**src/rtl/fir_pkg.sv**
```systemverilog
// Shared constants, types and the sequencer state encoding for the FIR filter.
// No dependencies.
package fir_pkg;

  localparam int TAPS        = 64;
  localparam int LINE_DEPTH  = 64;
  localparam int LINE_AW     = 6;
  localparam int COEF_WORDS  = 8;
  localparam int COEF_IW     = 3;
  localparam int CFG_IDX_W   = 4;
  localparam int CFG_DATA_W  = 64;
  localparam int SAMPLE_W    = 8;
  localparam int COEF_W      = 8;
  localparam int PROD_W      = SAMPLE_W + COEF_W + 1;
  localparam int ACC_W       = 24;
  localparam int OUT_SHIFT   = 7;
  localparam int OUT_OFFSET  = 128;
  localparam int DAC_W       = 8;

  typedef enum logic [1:0] {
    ST_IDLE,
    ST_RUN,
    ST_DRAIN,
    ST_HOLD
  } fir_state_t;

  // Control from the sequencer to the multiply-accumulate unit.
  typedef struct packed {
    logic clr;
    logic tap_v;
    logic tap_last;
  } mac_ctrl_t;

endpackage

```
**src/rtl/fir_filter_64tap.sv**
```systemverilog
// Top level of the 64-tap direct-form FIR filter: sequencer, output register.
// Depends on fir_pkg, fir_line_mem, fir_coef_bank and fir_mac.
//
//   channel   direction  handshake          payload
//   in        input      in_valid/in_stall   in_sample
//   out       output     out_valid/out_stall out_dac_value, out_clipped
//   cfg       input      cfg_we              cfg_index, cfg_wdata
//
// Each word takes one delay-line RAM read per tap over a single multiplier,
// then the multiply, accumulate and output registers. A new word is accepted
// once the previous one has reached the output register, even while that
// result is stalled. Reset is synchronous; the delay line reads as zero until
// written, through per-entry valid bits.
module fir_filter_64tap
  import fir_pkg::*;
(
  input  logic                  clk,
  input  logic                  rst_n,
  input  logic                  in_valid,
  output logic                  in_stall,
  input  logic [SAMPLE_W-1:0]   in_sample,
  output logic                  out_valid,
  input  logic                  out_stall,
  output logic [DAC_W-1:0]      out_dac_value,
  output logic                  out_clipped,
  input  logic                  cfg_we,
  input  logic [CFG_IDX_W-1:0]  cfg_index,
  input  logic [CFG_DATA_W-1:0] cfg_wdata
);

  fir_state_t          state_r, state_nxt;
  logic [LINE_AW-1:0]  cnt_r, cnt_nxt;
  logic [LINE_AW-1:0]  newest_r, newest_nxt;
  logic                tap_v_r;
  logic                tap_last_r;
  logic                out_valid_r;
  logic [DAC_W-1:0]    out_dac_r;
  logic                out_clip_r;

  logic                issue;
  logic                issue_last;
  logic                mac_clr;
  logic                load_out;
  logic                out_free;
  logic                line_we;
  logic [LINE_AW-1:0]  raddr;
  logic [SAMPLE_W-1:0] tap_sample;
  logic [COEF_W-1:0]   tap_coef;
  mac_ctrl_t           mac_ctrl;
  logic                acc_rdy;
  logic [DAC_W-1:0]    mac_dac;
  logic                mac_clip;

  assign out_free = !out_valid_r || !out_stall;
  assign line_we  = (state_r == ST_IDLE) && in_valid;
  assign raddr    = newest_r + cnt_r;

  always_ff @(posedge clk) begin
    if (!rst_n) begin
      state_r    <= ST_IDLE;
      cnt_r      <= '0;
      newest_r   <= '0;
      tap_v_r    <= 1'b0;
      tap_last_r <= 1'b0;
    end else begin
      state_r    <= state_nxt;
      cnt_r      <= cnt_nxt;
      newest_r   <= newest_nxt;
      tap_v_r    <= issue;
      tap_last_r <= issue_last;
    end
  end

  always_comb begin
    state_nxt  = state_r;
    cnt_nxt    = cnt_r;
    newest_nxt = newest_r;
    issue      = 1'b0;
    issue_last = 1'b0;
    mac_clr    = 1'b0;
    load_out   = 1'b0;
    unique case (state_r)
      ST_IDLE: begin
        if (in_valid) begin
          mac_clr   = 1'b1;
          cnt_nxt   = '0;
          state_nxt = ST_RUN;
        end
      end
      ST_RUN: begin
        issue      = 1'b1;
        issue_last = (cnt_r == LINE_AW'(TAPS - 1));
        cnt_nxt    = cnt_r + 1'b1;
        if (issue_last) begin
          // The newest slot moves down once all taps have been read.
          newest_nxt = newest_r - 1'b1;
          state_nxt  = ST_DRAIN;
        end
      end
      ST_DRAIN: begin
        if (acc_rdy) begin
          if (out_free) begin
            load_out  = 1'b1;
            state_nxt = ST_IDLE;
          end else begin
            state_nxt = ST_HOLD;
          end
        end
      end
      ST_HOLD: begin
        if (out_free) begin
          load_out  = 1'b1;
          state_nxt = ST_IDLE;
        end
      end
      default: begin
        state_nxt = ST_IDLE;
      end
    endcase
  end

  assign in_stall = (state_r != ST_IDLE);

  assign mac_ctrl.clr      = mac_clr;
  assign mac_ctrl.tap_v    = tap_v_r;
  assign mac_ctrl.tap_last = tap_last_r;

  fir_line_mem u_line (
    .clk   (clk),
    .rst_n (rst_n),
    .we    (line_we),
    .waddr (newest_r),
    .wdata (in_sample),
    .ren   (issue),
    .raddr (raddr),
    .rdata (tap_sample)
  );

  fir_coef_bank u_coef (
    .clk       (clk),
    .rst_n     (rst_n),
    .cfg_we    (cfg_we),
    .cfg_index (cfg_index),
    .cfg_wdata (cfg_wdata),
    .tap_ren   (issue),
    .tap_idx   (cnt_r),
    .coef      (tap_coef)
  );

  fir_mac u_mac (
    .clk       (clk),
    .rst_n     (rst_n),
    .ctrl      (mac_ctrl),
    .sample    (tap_sample),
    .coef      (tap_coef),
    .acc_rdy   (acc_rdy),
    .dac_value (mac_dac),
    .clipped   (mac_clip)
  );

  always_ff @(posedge clk) begin
    if (!rst_n) begin
      out_valid_r <= 1'b0;
    end else if (load_out) begin
      out_valid_r <= 1'b1;
    end else if (!out_stall) begin
      out_valid_r <= 1'b0;
    end
  end

  always_ff @(posedge clk) begin
    if (load_out) begin
      out_dac_r  <= mac_dac;
      out_clip_r <= mac_clip;
    end
  end

  assign out_valid     = out_valid_r;
  assign out_dac_value = out_dac_r;
  assign out_clipped   = out_clip_r;

endmodule

```
**src/rtl/fir_line_mem.sv**
```systemverilog
// Circular delay line: a 64 x 8 synchronous RAM with a registered read.
// Depends on fir_pkg. Entries never written since reset read as zero.
module fir_line_mem
  import fir_pkg::*;
(
  input  logic                clk,
  input  logic                rst_n,
  input  logic                we,
  input  logic [LINE_AW-1:0]  waddr,
  input  logic [SAMPLE_W-1:0] wdata,
  input  logic                ren,
  input  logic [LINE_AW-1:0]  raddr,
  output logic [SAMPLE_W-1:0] rdata
);

  logic [SAMPLE_W-1:0]   mem [LINE_DEPTH];
  logic [LINE_DEPTH-1:0] vld_r;
  logic [SAMPLE_W-1:0]   rdata_r;
  logic                  rvld_r;

  always_ff @(posedge clk) begin
    if (we) begin
      mem[waddr] <= wdata;
    end
    if (ren) begin
      rdata_r <= mem[raddr];
    end
  end

  // One valid bit per entry stands in for clearing the RAM at reset.
  always_ff @(posedge clk) begin
    if (!rst_n) begin
      vld_r  <= '0;
      rvld_r <= 1'b0;
    end else begin
      if (we) begin
        vld_r[waddr] <= 1'b1;
      end
      if (ren) begin
        rvld_r <= vld_r[raddr];
      end
    end
  end

  assign rdata = rvld_r ? rdata_r : '0;

endmodule

```
**src/rtl/fir_coef_bank.sv**
```systemverilog
// Coefficient registers written over the configuration port, with a
// registered tap select. Depends on fir_pkg.
module fir_coef_bank
  import fir_pkg::*;
(
  input  logic                  clk,
  input  logic                  rst_n,
  input  logic                  cfg_we,
  input  logic [CFG_IDX_W-1:0]  cfg_index,
  input  logic [CFG_DATA_W-1:0] cfg_wdata,
  input  logic                  tap_ren,
  input  logic [LINE_AW-1:0]    tap_idx,
  output logic [COEF_W-1:0]     coef
);

  logic [CFG_DATA_W-1:0] coef_r [COEF_WORDS];
  logic [COEF_W-1:0]     coef_q_r;
  logic [CFG_DATA_W-1:0] word_sel;
  logic [2:0]            byte_sel;

  always_ff @(posedge clk) begin
    if (!rst_n) begin
      for (int i = 0; i < COEF_WORDS; i++) begin
        coef_r[i] <= '0;
      end
    end else if (cfg_we && (cfg_index < CFG_IDX_W'(COEF_WORDS))) begin
      coef_r[cfg_index[COEF_IW-1:0]] <= cfg_wdata;
    end
  end

  assign word_sel = coef_r[tap_idx[LINE_AW-1:3]];
  assign byte_sel = tap_idx[2:0];

  always_ff @(posedge clk) begin
    if (tap_ren) begin
      coef_q_r <= word_sel[{byte_sel, 3'b000} +: COEF_W];
    end
  end

  assign coef = coef_q_r;

endmodule

```
**src/rtl/fir_mac.sv**
```systemverilog
// Multiply-accumulate unit with the output scaling and saturation.
// Depends on fir_pkg.
module fir_mac
  import fir_pkg::*;
(
  input  logic                clk,
  input  logic                rst_n,
  input  mac_ctrl_t           ctrl,
  input  logic [SAMPLE_W-1:0] sample,
  input  logic [COEF_W-1:0]   coef,
  output logic                acc_rdy,
  output logic [DAC_W-1:0]    dac_value,
  output logic                clipped
);

  localparam int SH_W = ACC_W - OUT_SHIFT;

  logic signed [PROD_W-1:0] prod_r;
  logic                     prod_v_r;
  logic                     prod_last_r;
  logic signed [ACC_W-1:0]  acc_r;
  logic                     acc_rdy_r;
  logic signed [SH_W-1:0]   shifted;
  logic signed [SH_W:0]     biased;

  always_ff @(posedge clk) begin
    if (ctrl.tap_v) begin
      prod_r <= $signed({1'b0, sample}) * $signed(coef);
    end
  end

  always_ff @(posedge clk) begin
    if (!rst_n) begin
      prod_v_r    <= 1'b0;
      prod_last_r <= 1'b0;
      acc_rdy_r   <= 1'b0;
      acc_r       <= '0;
    end else if (ctrl.clr) begin
      prod_v_r    <= 1'b0;
      prod_last_r <= 1'b0;
      acc_rdy_r   <= 1'b0;
      acc_r       <= '0;
    end else begin
      prod_v_r    <= ctrl.tap_v;
      prod_last_r <= ctrl.tap_v && ctrl.tap_last;
      acc_rdy_r   <= prod_v_r && prod_last_r;
      if (prod_v_r) begin
        acc_r <= acc_r + ACC_W'(prod_r);
      end
    end
  end

  // The arithmetic shift by seven is the fixed-point form of the 1/128 scale.
  assign shifted = acc_r[ACC_W-1:OUT_SHIFT];
  assign biased  = {shifted[SH_W-1], shifted} + (SH_W+1)'(OUT_OFFSET);

  always_comb begin
    if (biased < 0) begin
      dac_value = '0;
      clipped   = 1'b1;
    end else if (biased > (SH_W+1)'((1 << DAC_W) - 1)) begin
      dac_value = '1;
      clipped   = 1'b1;
    end else begin
      dac_value = biased[DAC_W-1:0];
      clipped   = 1'b0;
    end
  end

  assign acc_rdy = acc_rdy_r;

endmodule

```
**config.mk**
```make
export PLATFORM = sky130hd
export DESIGN_NAME = fir_filter_64tap
export DESIGN_NICKNAME = d
export VERILOG_FILES = /design/src/rtl/fir_pkg.sv /design/src/rtl/fir_filter_64tap.sv /design/src/rtl/fir_line_mem.sv /design/src/rtl/fir_coef_bank.sv /design/src/rtl/fir_mac.sv
export SDC_FILE = /design/constraint.sdc
export NUM_CORES = 1
export LEC_CHECK = 0
export BUFFER_PORTS_ARGS = -buffer_cell sky130_fd_sc_hd__buf_2
export CORE_AREA = 2 2 419 504
export DETAILED_ROUTE_END_ITERATION = 8
export DIE_AREA = 0 0 421 506
export PLACE_DENSITY = 0.44
export SYNTH_ARGS = -nofsm -noshare
export SYNTH_HDL_FRONTEND = slang
export SYNTH_HIERARCHICAL = 1
export SYNTH_SLANG_ARGS = --single-unit
```
**constraint.sdc**
```tcl
create_clock -name clk -period 12.5 [get_ports clk]
set_clock_uncertainty 0.15 [all_clocks]
set_input_delay 2.5 -clock clk [delete_from_list [all_inputs] [get_ports clk]]
set_output_delay 2.5 -clock clk [all_outputs]
set_load 0.02 [all_outputs]
```
### After elaboration in Yosys (flattened, before gate mapping)

Memories as Yosys holds them, arrays and structs flattened. A register that Yosys moved wholly into a read port is not among the register bits.
Index checks and enable logic that the tools add are counted.

| storage, ports and cells | value |
|---|---|
| ROM bits | 0 |
| register bits after elaboration | 143 |
| input port bits | 81 |
| memory bits (writable) | 1024 |
| memories kept | 2 |
| bits in latches | 0 |

| cells by class | value |
|---|---|
| bitwise logic cells | 2 |
| div/mod/pow operators | 0 |
| equal/unequal tests | 9 |
| shifts and indexed selects | 1 |
| order comparisons | 6 |
| $add $sub $neg | 5 |
| reductions and logical operators | 17 |
| muxes and demuxes | 34 |
| multiply operators | 1 |

Memories:

| memory | words | bits a word | rd ports | clocked after memory_dff | wr ports | RTL line | text |
|---|---|---|---|---|---|---|---|
| u_coef.coef_r | 8 | 64 | 1 | 1 | 8 | fir_coef_bank.sv:16 | `logic [CFG_DATA_W-1:0] coef_r [COEF_WORDS];` |
| u_line.mem | 64 | 8 | 1 | 1 | 1 | fir_line_mem.sv:16 | `logic [SAMPLE_W-1:0] mem [LINE_DEPTH];` |

Operators by type and width:

| operator | count |
|---|---|
| $mux W64 | 1 |
| $or A64 B64 Y64 | 1 |
| $reduce_or A64 Y1 | 1 |
| $shiftx A64 B7 Y8 | 1 |
| $add A24 B17 Y24 | 1 |
| $add A17 B9 Y18 const B | 1 |
| $gt A18 B9 Y1 const B | 1 |
| $lt A18 B1 Y1 const B | 1 |
| $mul A9 B8 Y17 | 1 |
| $mux W1 | 17 |
| $mux W8 | 2 |
| $lt A6 B7 Y1 const B | 2 |
| $pmux W6 S2 | 1 |
| $mux W2 | 5 |
| $mux W3 | 3 |
| $pmux W2 S4 | 1 |
| $add A6 B1 Y6 const B | 1 |
| $add A6 B6 Y6 | 1 |
| $bmux W1 S6 | 1 |
| $demux W1 S6 | 1 |
| $eq A6 B6 Y1 const B | 1 |
| $ge A6 B1 Y1 const B | 1 |
| $mux W6 | 1 |
| $ne A2 B2 Y1 const B | 3 |
| other kinds (15) | 25 |

### Logic depth before layout (Yosys ltp)

Gate-level depths: netlist of run 1.

| depth | value |
|---|---|
| depth after elaboration | 7 |
| depth in mapped cells | 21 |
| depth with buffers taken out | 21 |

### Modules after synthesis

The synthesis of run 1 kept the hierarchy.

Modules (own cells, without submodules):

| module | times used | cells each | area an instance (um2) |
|---|---|---|---|
| fir_coef_bank | 1 | 1411 | 23187.2 |
| fir_line_mem | 1 | 1036 | 22474.1 |
| fir_mac | 1 | 514 | 4800.9 |
| fir_filter_64tap | 1 | 120 | 1238.7 |

### Worst setup path after synthesis of run 1

No wires, ideal clock.

| timing path | value |
|---|---|
| kind | input port to flip-flop |
| from | input cfg_index[0] |
| to | memory u_coef.coef_r[2][0] (enable) |
| cell stages on the path | 3 |
| buffers on the path | 1 |
| slack | 4.233 ns |
| arrival time | 7.543 ns |
| library setup time | 0.574 ns |
| path through | or3_1 clkbuf_1 o21ai_0 |

RTL lines:

| what | RTL line | text |
|---|---|---|
| from (decl) | fir_filter_64tap.sv:27 | `input logic [CFG_IDX_W-1:0] cfg_index,` |
| to (decl) | fir_coef_bank.sv:16 |  |

==> flow_summary.yaml, run 1 <==
worst_setup_path:
  crit_top_cell: "buf_4"
  path_max_fanout: 65
  r2r_cells: 21
  reg2reg_setup_slack_ns: 7.33
  crit_path_end_kind: "flip-flop"
  cp_top_family: "buffers and inverters"
  cp_num_buf_inv: 3
  crit_chain: "buf_4 -> nand2_1 -> or3_1 -> nor3_2 -> buf_4 -> nand2b_4 -> buf_4"
  crit-reg2reg-capture: "u_mac/prod_r[16]"
  slowest_stage: "buf_4"
  required_ns: 12.74
  start_kind: "input port"
  rr_startpoint: "u_line/rvld_r"
  worstSetupPathType: "in2reg"
  slowest_delay_ns: 0.81
  arrival_ns: 5.70
detailed_routing:
  routed_via_density: 4.389
  drc: 0
  wire_per_inst_um: 22.37
  vias: 26780
  postRouteAntennaNets: 0
  routed_wl_mm: 136.5
  drt_iter0_markers: 1612
  first_pass_iters: 5
final_layout:
  stdcell_count: 6103
  drive_gt1_frac: 0.2074
  area_growth_syn_to_layout_pct: 15.94
  fin_util: 0.2877
  fill_cells: 20700
  nets: 3393
global_route:
  track_usage: 0.1279
  grt_pass1_vias: 28290
  grt_start_max_net_pins: 99
  grt_overflow: 0
  grt_pass1_wl_mm: 201.9
  antenna_found_initial: 33
min_path:
  min_path_type: "reg2reg"
  hp-start: "u_mac/prod_last_r"
  min_path_cells: 1
  min_to: "u_mac/acc_rdy"
floorplan:
  die_area_um2: 213000
  pin_count: 92
  rows: 184
  die_h_um: 506
  fp.dieW_um: 421
  start_util: 0.2481
  coreArea_um2: 208400
clocking:
  cts_made_buffers: 131
  clock_latency_ns: 0.78
  clk_pin_slew_worst_paths_ns: 0.06
  cts.sinks: 1175
  clockRootBuffer: "clkbuf_16"
  clock_path_buffers: 3
  htreeDepth: 4
  cts_setup_buffers: 0
  ctsHoldBuffers: 0
  cts_tree: "yes"
  ctsResizeCount: 0
pwr:
  pwr-share-seq: 0.504
  leakage_nw: 19.48
  p_clk_frac: 0.446
  ir_worst_vdd_mv: 0.1204
  comb_power_share: 0.050
  p_sw_frac: 0.2234
  p_int_mw: 6.826
  p_sw_mw: 1.964
  power_per_cell_area_nw_per_um2: 146.7
place:
  io_buffers: 91
  hpwl_mm: 82.68
  dp.cells: 5856
  gp_congestion: 0.7404
synthesis:
  yosys.area.top_type: "edfxtp_1"
  syn_avg_cell_area_um2: 16.78
  seq_area_frac_synth: 0.6614
  ys_ff_latch: 1175
  synthesis.nets: 3275
  yosysTopAreaCellShare: 0.6192
  synthArstFlopShare: 0
  synth_area_um2: 51700
  ys_types: 76
  synth_edf_count: 1066
  synth.area.top_cells: "edfxtp_1 (62%), mux4_2 (13%), and2_1 (6.8%)"
  netlist_instances: 3081
  yosysWarnings: 6
  ys.flop_type: "edfxtp_1"
sta:
  setup_tns_ns: 0
  slew_viol_final: 0
  rsz0062_at_grt: "no"
  hold_viol_final: 0
  fin_crit_sh: 0.4373
  setup-violations-final: 0
  maxClockFrequency_mhz: 182.9
  slew_headroom: 0.2247
  tightest_slew_ns: 1.163
  min_period_ns: 5.466
run:
  drv_cap: 0
status:
  status: "finished, final reports clean"
==> kinds of logic (layout without fill, tap and decap cells) <==
| family | after synthesis | in the layout | share of synthesized area |
|---|---|---|---|
| other cells | 0 | 5 | 0 |
| fa+ha+maj | 113 | 113 | 0.03301 |
| compound gates | 279 | 279 | 0.03666 |
| mux | 366 | 366 | 0.1453 |
| xor+xnor | 38 | 38 | 0.006437 |
| buf+inv | 228 | 455 | 0.01968 |
| simple gates | 882 | 882 | 0.09753 |
| flops | 1175 | 1175 | 0.6614 |
==> cells in the final DEF, fill, tap and decap left out, types with 47 or more instances in the layout <==
cell type  count
a21oi_1       47
inv_1         66
dfxtp_1      105
edfxtp_1    1066
mux4_2       297
nand2_1       60
buf_4         55
nor2_1       132
o21a_1        76
ha_1          73
clkbuf_16    136
and2_1       565
buf_2         90
==> worst max path at each step <==
stage	from	end	slack, ns	cells past startpoint
2_1_floorplan	cfg_index[0]	u_coef/coef_r[2][0]	4.23	3
3_3_place_gp	rst_n	u_coef/coef_r[0][62]	6.12	7
3_5_place_dp	rst_n	u_coef/coef_r[0][62]	6.12	7
4_1_cts	rst_n	u_coef/coef_r[0][32]	6.97	7
5_1_grt	rst_n	u_coef/coef_r[0][48]	6.84	7
6_report	rst_n	u_coef/coef_r[0][7]	7.03	7
==> synth_stat cells, types with 8 or more instances <==
cell      instances
buf_1            12
inv_1            66
a21o_1           13
o21a_1           76
nor2b_1          15
a21oi_1          47
mux2i_1          46
nand2_1          60
o21ai_0          44
mux2_2           16
mux4_2          297
nor3_1           16
ha_1             74
buf_2            35
clkbuf_1         89
fa_1             39
or3_1             8
nor2_1          138
dfxtp_1         109
xor2_1            9
o22ai_1          31
buf_4            22
xnor2_1          29
nand2b_1         21
and2_1          565
edfxtp_1       1066
nand3_1          24
==> stage by stage <==
| stage | hold slack, ns | setup slack, ns | cell area, um2 | total power [mW] |
|---|---|---|---|---|
| 2_1_floorplan | 0.2790 | 4.233 | 51700 | 4.765 |
| 3_3_place_gp | 0.2829 | 6.125 | 55560 | 4.966 |
| 3_5_place_dp | 0.2870 | 6.120 | 55560 | 4.970 |
| 4_1_cts | 0.2807 | 6.970 | 59930 | 8.932 |
| 5_1_grt | 0.3184 | 6.840 | 59930 | 9.111 |
| 6_report | 0.2765 | 7.034 | 59940 | 8.790 |
==> power by group through the flow <==
stage	logic, mW	clock network, mW	registers (mW)
final	0.442	3.92	4.43
after global routing	0.484	4.19	4.44
after CTS	0.457	4.04	4.43
after detailed placement	0.455	0	4.51
after global placement	0.455	0	4.51
after floorplan	0.258	0	4.51
==> sequential cells by signal, summed over array words and instances, names as in the netlist <==
signal and count:
cnt_r 6, newest_r 6, out_clipped 1, out_dac_value 8, out_valid 1, state_r 2
tap_last_r 1, tap_v_r 1, u_coef/coef 8, u_coef/coef_r 512, u_line/mem 512, u_line/rdata_r 8
u_line/rvld_r 1, u_line/vld_r 64, u_mac/acc_r 24, u_mac/acc_rdy 1, u_mac/prod_last_r 1, u_mac/prod_r 17
u_mac/prod_v_r 1
==> layer usage <==
layer / vias to the layer above / wire [um] / global-route usage / share of wire
met5: - / 191 / 0 / 0.0014
met3: 223 / 5923 / 0.02532 / 0.043
met4: 32 / 3967 / 0.04062 / 0.029
li1: 12070 / - / - / -
met2: 499 / 67840 / 0.2180 / 0.50
met1: 13960 / 58590 / 0.1628 / 0.43
==> worst register-to-register path, stage by stage (launching register included) <==
cell and delay [ns]:
dfxtp_1 0.43, and2_1 0.37, and2_1 0.19, ha_1 0.13, inv_1 0.05, fa_1 0.52, inv_1 0.04, ha_1 0.26
inv_1 0.05, fa_1 0.47, inv_1 0.04, ha_1 0.20, fa_1 0.47, a21o_1 0.18, a21oi_1 0.22, o21bai_1 0.09
a21oi_1 0.22, nor2b_1 0.10, o2111ai_1 0.17, nand3_1 0.13, o41a_1 0.35, xnor2_1 0.13
==> cell type report <==
cell class                 count  area, um2  area share
inverter                      66      247.7    0.004133
antenna                        5      12.51   0.0002087
clock inverter                67      752.0     0.01255
tap                         2790       3491     0.05824
multi-input combinational   1678      16710      0.2788
sequential                  1175      34210      0.5706
timing repair buffer         147      903.4     0.01507
clock buffer                 175       3620     0.06039
(Power assumes the default switching activity.)
==> run 2, diff against run 1 <==
==> constraint.sdc (replaced) <==
create_clock -name clk -period 5.4 [get_ports clk]
set_clock_uncertainty 0.15 [all_clocks]
set_input_delay 1.08 -clock clk [delete_from_list [all_inputs] [get_ports clk]]
set_output_delay 1.08 -clock clk [all_outputs]
set_load 0.02 [all_outputs]
==> flow_summary.yaml, run 2 (synthesis results as in run 1) <==
clocking:
  clk_pin_slew_worst_paths_ns: 0.06
  cts.sinks: 1175
  cts_tree: "yes"
  clockRootBuffer: "clkbuf_16"
  cts_made_buffers: 131
  clock_path_buffers: 3
  ctsHoldBuffers: 0
  clock_latency_ns: 0.78
  htreeDepth: 4
status:
  status: "finished, final reports clean"
final_layout:
  mostFrequentLayoutCells: "edfxtp_1 (1066), and2_1 (559), mux4_2 (297), buf_4 (137), clkbuf_16 (133)"
  drive_gt1_frac: 0.2327
  nets: 3488
  reg_top3: "u_coef/coef_r x512, u_line/mem x512, u_line/vld_r x64"
  area_growth_syn_to_layout_pct: 17.50
  mostFrequentLayoutCell: "edfxtp_1"
worst_setup_path:
  crit_path_end_kind: "flip-flop"
  r2r_cells: 21
  worstSetupPathType: "reg2reg"
  path_max_fanout: 9
  start_kind: "flip-flop"
  reg2reg_setup_slack_ns: 0.28
  arrival_ns: 5.49
  required_ns: 5.76
place:
  hpwl_mm: 85.70
  dpl_worst_slack_ns: 0.09364
  gp_congestion: 0.7509
  io_buffers: 91
detailed_routing:
  first_pass_iters: 5
  routed_wl_mm: 141.8
  postRouteAntennaNets: 0
  routed_via_density: 4.407
  vias: 27310
  drt_iter0_markers: 1770
  wire_per_inst_um: 22.88
  drc: 0
pwr:
  ir_worst_vdd_mv: 0.2086
  power_per_cell_area_nw_per_um2: 333.4
  finalPower_mw: 20.25
  leakage_nw: 20.00
floorplan:
  rows: 184
  pin_count: 92
  die_h_um: 506
  start_util: 0.2481
  fp.dieW_um: 421
  die_area_um2: 213000
  coreArea_um2: 208400
sta:
  setup-violations-final: 0
  min_period_ns: 5.123
  tightest_slew_ns: 1.197
  finalWorstSetupSlack_ns: 0.2770
  hold_viol_final: 0
  maxClockFrequency_mhz: 195.2
  rsz0062_at_grt: "no"
  slew_headroom: 0.1992
  fin_crit_sh: 0.9487
  slew_viol_final: 0
global_route:
  grt_pass1_wl_mm: 208.0
  use_met3: 0.02766
  track_usage: 0.1323
  use_met1: 0.1709
  antenna_found_initial: 36
  grt_overflow: 0
  busiest_layer: "met2"
  grt_pass1_vias: 28780
  grt_start_max_net_pins: 65
  gr-usage-met2: 0.2260
min_path:
  min_path_cells: 1
  min_path_type: "reg2reg"
run:
  drv_cap: 0
[run 2: layout make-up]
type                            count  area (um2)
Multi-Input combinational cell   1678       16710
Tap cell                         2790        3491
Timing Repair Buffer              242        1779
Fill cell                       20790      147600
Inverter                           66       247.7
Clock buffer                      170        3557
Clock inverter                     72       750.7
Sequential cell                  1175       34210
Antenna cell                        4       10.01
[run 2: path summary, 6_finish.rpt]
| kind | endpoint | startpoint |
|---|---|---|
| worst max-delay path | u_mac/prod_r[16] | u_line/rvld_r |
| worst min register to register | u_mac/prod_last_r | tap_last_r |
| worst max register to register | u_mac/prod_r[16] | u_line/rvld_r |
| worst min-delay path | u_mac/prod_last_r | tap_last_r |
[run 2: power breakdown]
group | switching (mW) | internal (mW)
Combinational | 0.661 | 0.411
Sequential | 0.0767 | 10.2
Clock | 3.91 | 5.03
[run 2: repair_timing]
item,CTS,global route
setup buffers,0,0
resized for setup,0,9
setup endpoints to repair,0,2
hold endpoints to repair,0,0
[run 2: per-stage QoR]
| stage | hold WS [ns] | instance area, um2 | TNS, ns | std cells | util |
|---|---|---|---|---|---|
| after CTS | 0.3066 | 60730 | 0 | 6193 | 0.2915 |
| after floorplan | 0.2790 | 51700 | -430.22 | 3081 | - |
| after detailed placement | 0.2884 | 56420 | 0 | 5951 | 0.2708 |
| after global routing | 0.3202 | 60740 | 0 | 6194 | 0.2915 |
| after global placement | 0.2814 | 56420 | 0 | 5951 | 0.2708 |
| final | 0.3023 | 60750 | 0 | 6197 | 0.2916 |
[run 2: critical path, cell delays in order (launching register included)]
cell and delay [ns]:
dfxtp_1 0.37, and2_2 0.26, and2_1 0.16, ha_1 0.28, inv_1 0.05, fa_1 0.50
inv_1 0.04, ha_1 0.26, inv_1 0.04, fa_1 0.47, inv_1 0.04, ha_1 0.20
fa_1 0.46, a21o_1 0.18, a21oi_1 0.21, o21bai_1 0.11, a21oi_2 0.19, nor2b_1 0.09
o2111ai_1 0.19, nand3_1 0.13, o41a_1 0.34, xnor2_1 0.14
[run 2: metal layers]
metal	part of all wire	vias up
met4	0.021	38
met3	0.045	218
met2	0.49	487
met1	0.44	14320
met5	0.0017	-
li1	-	12250
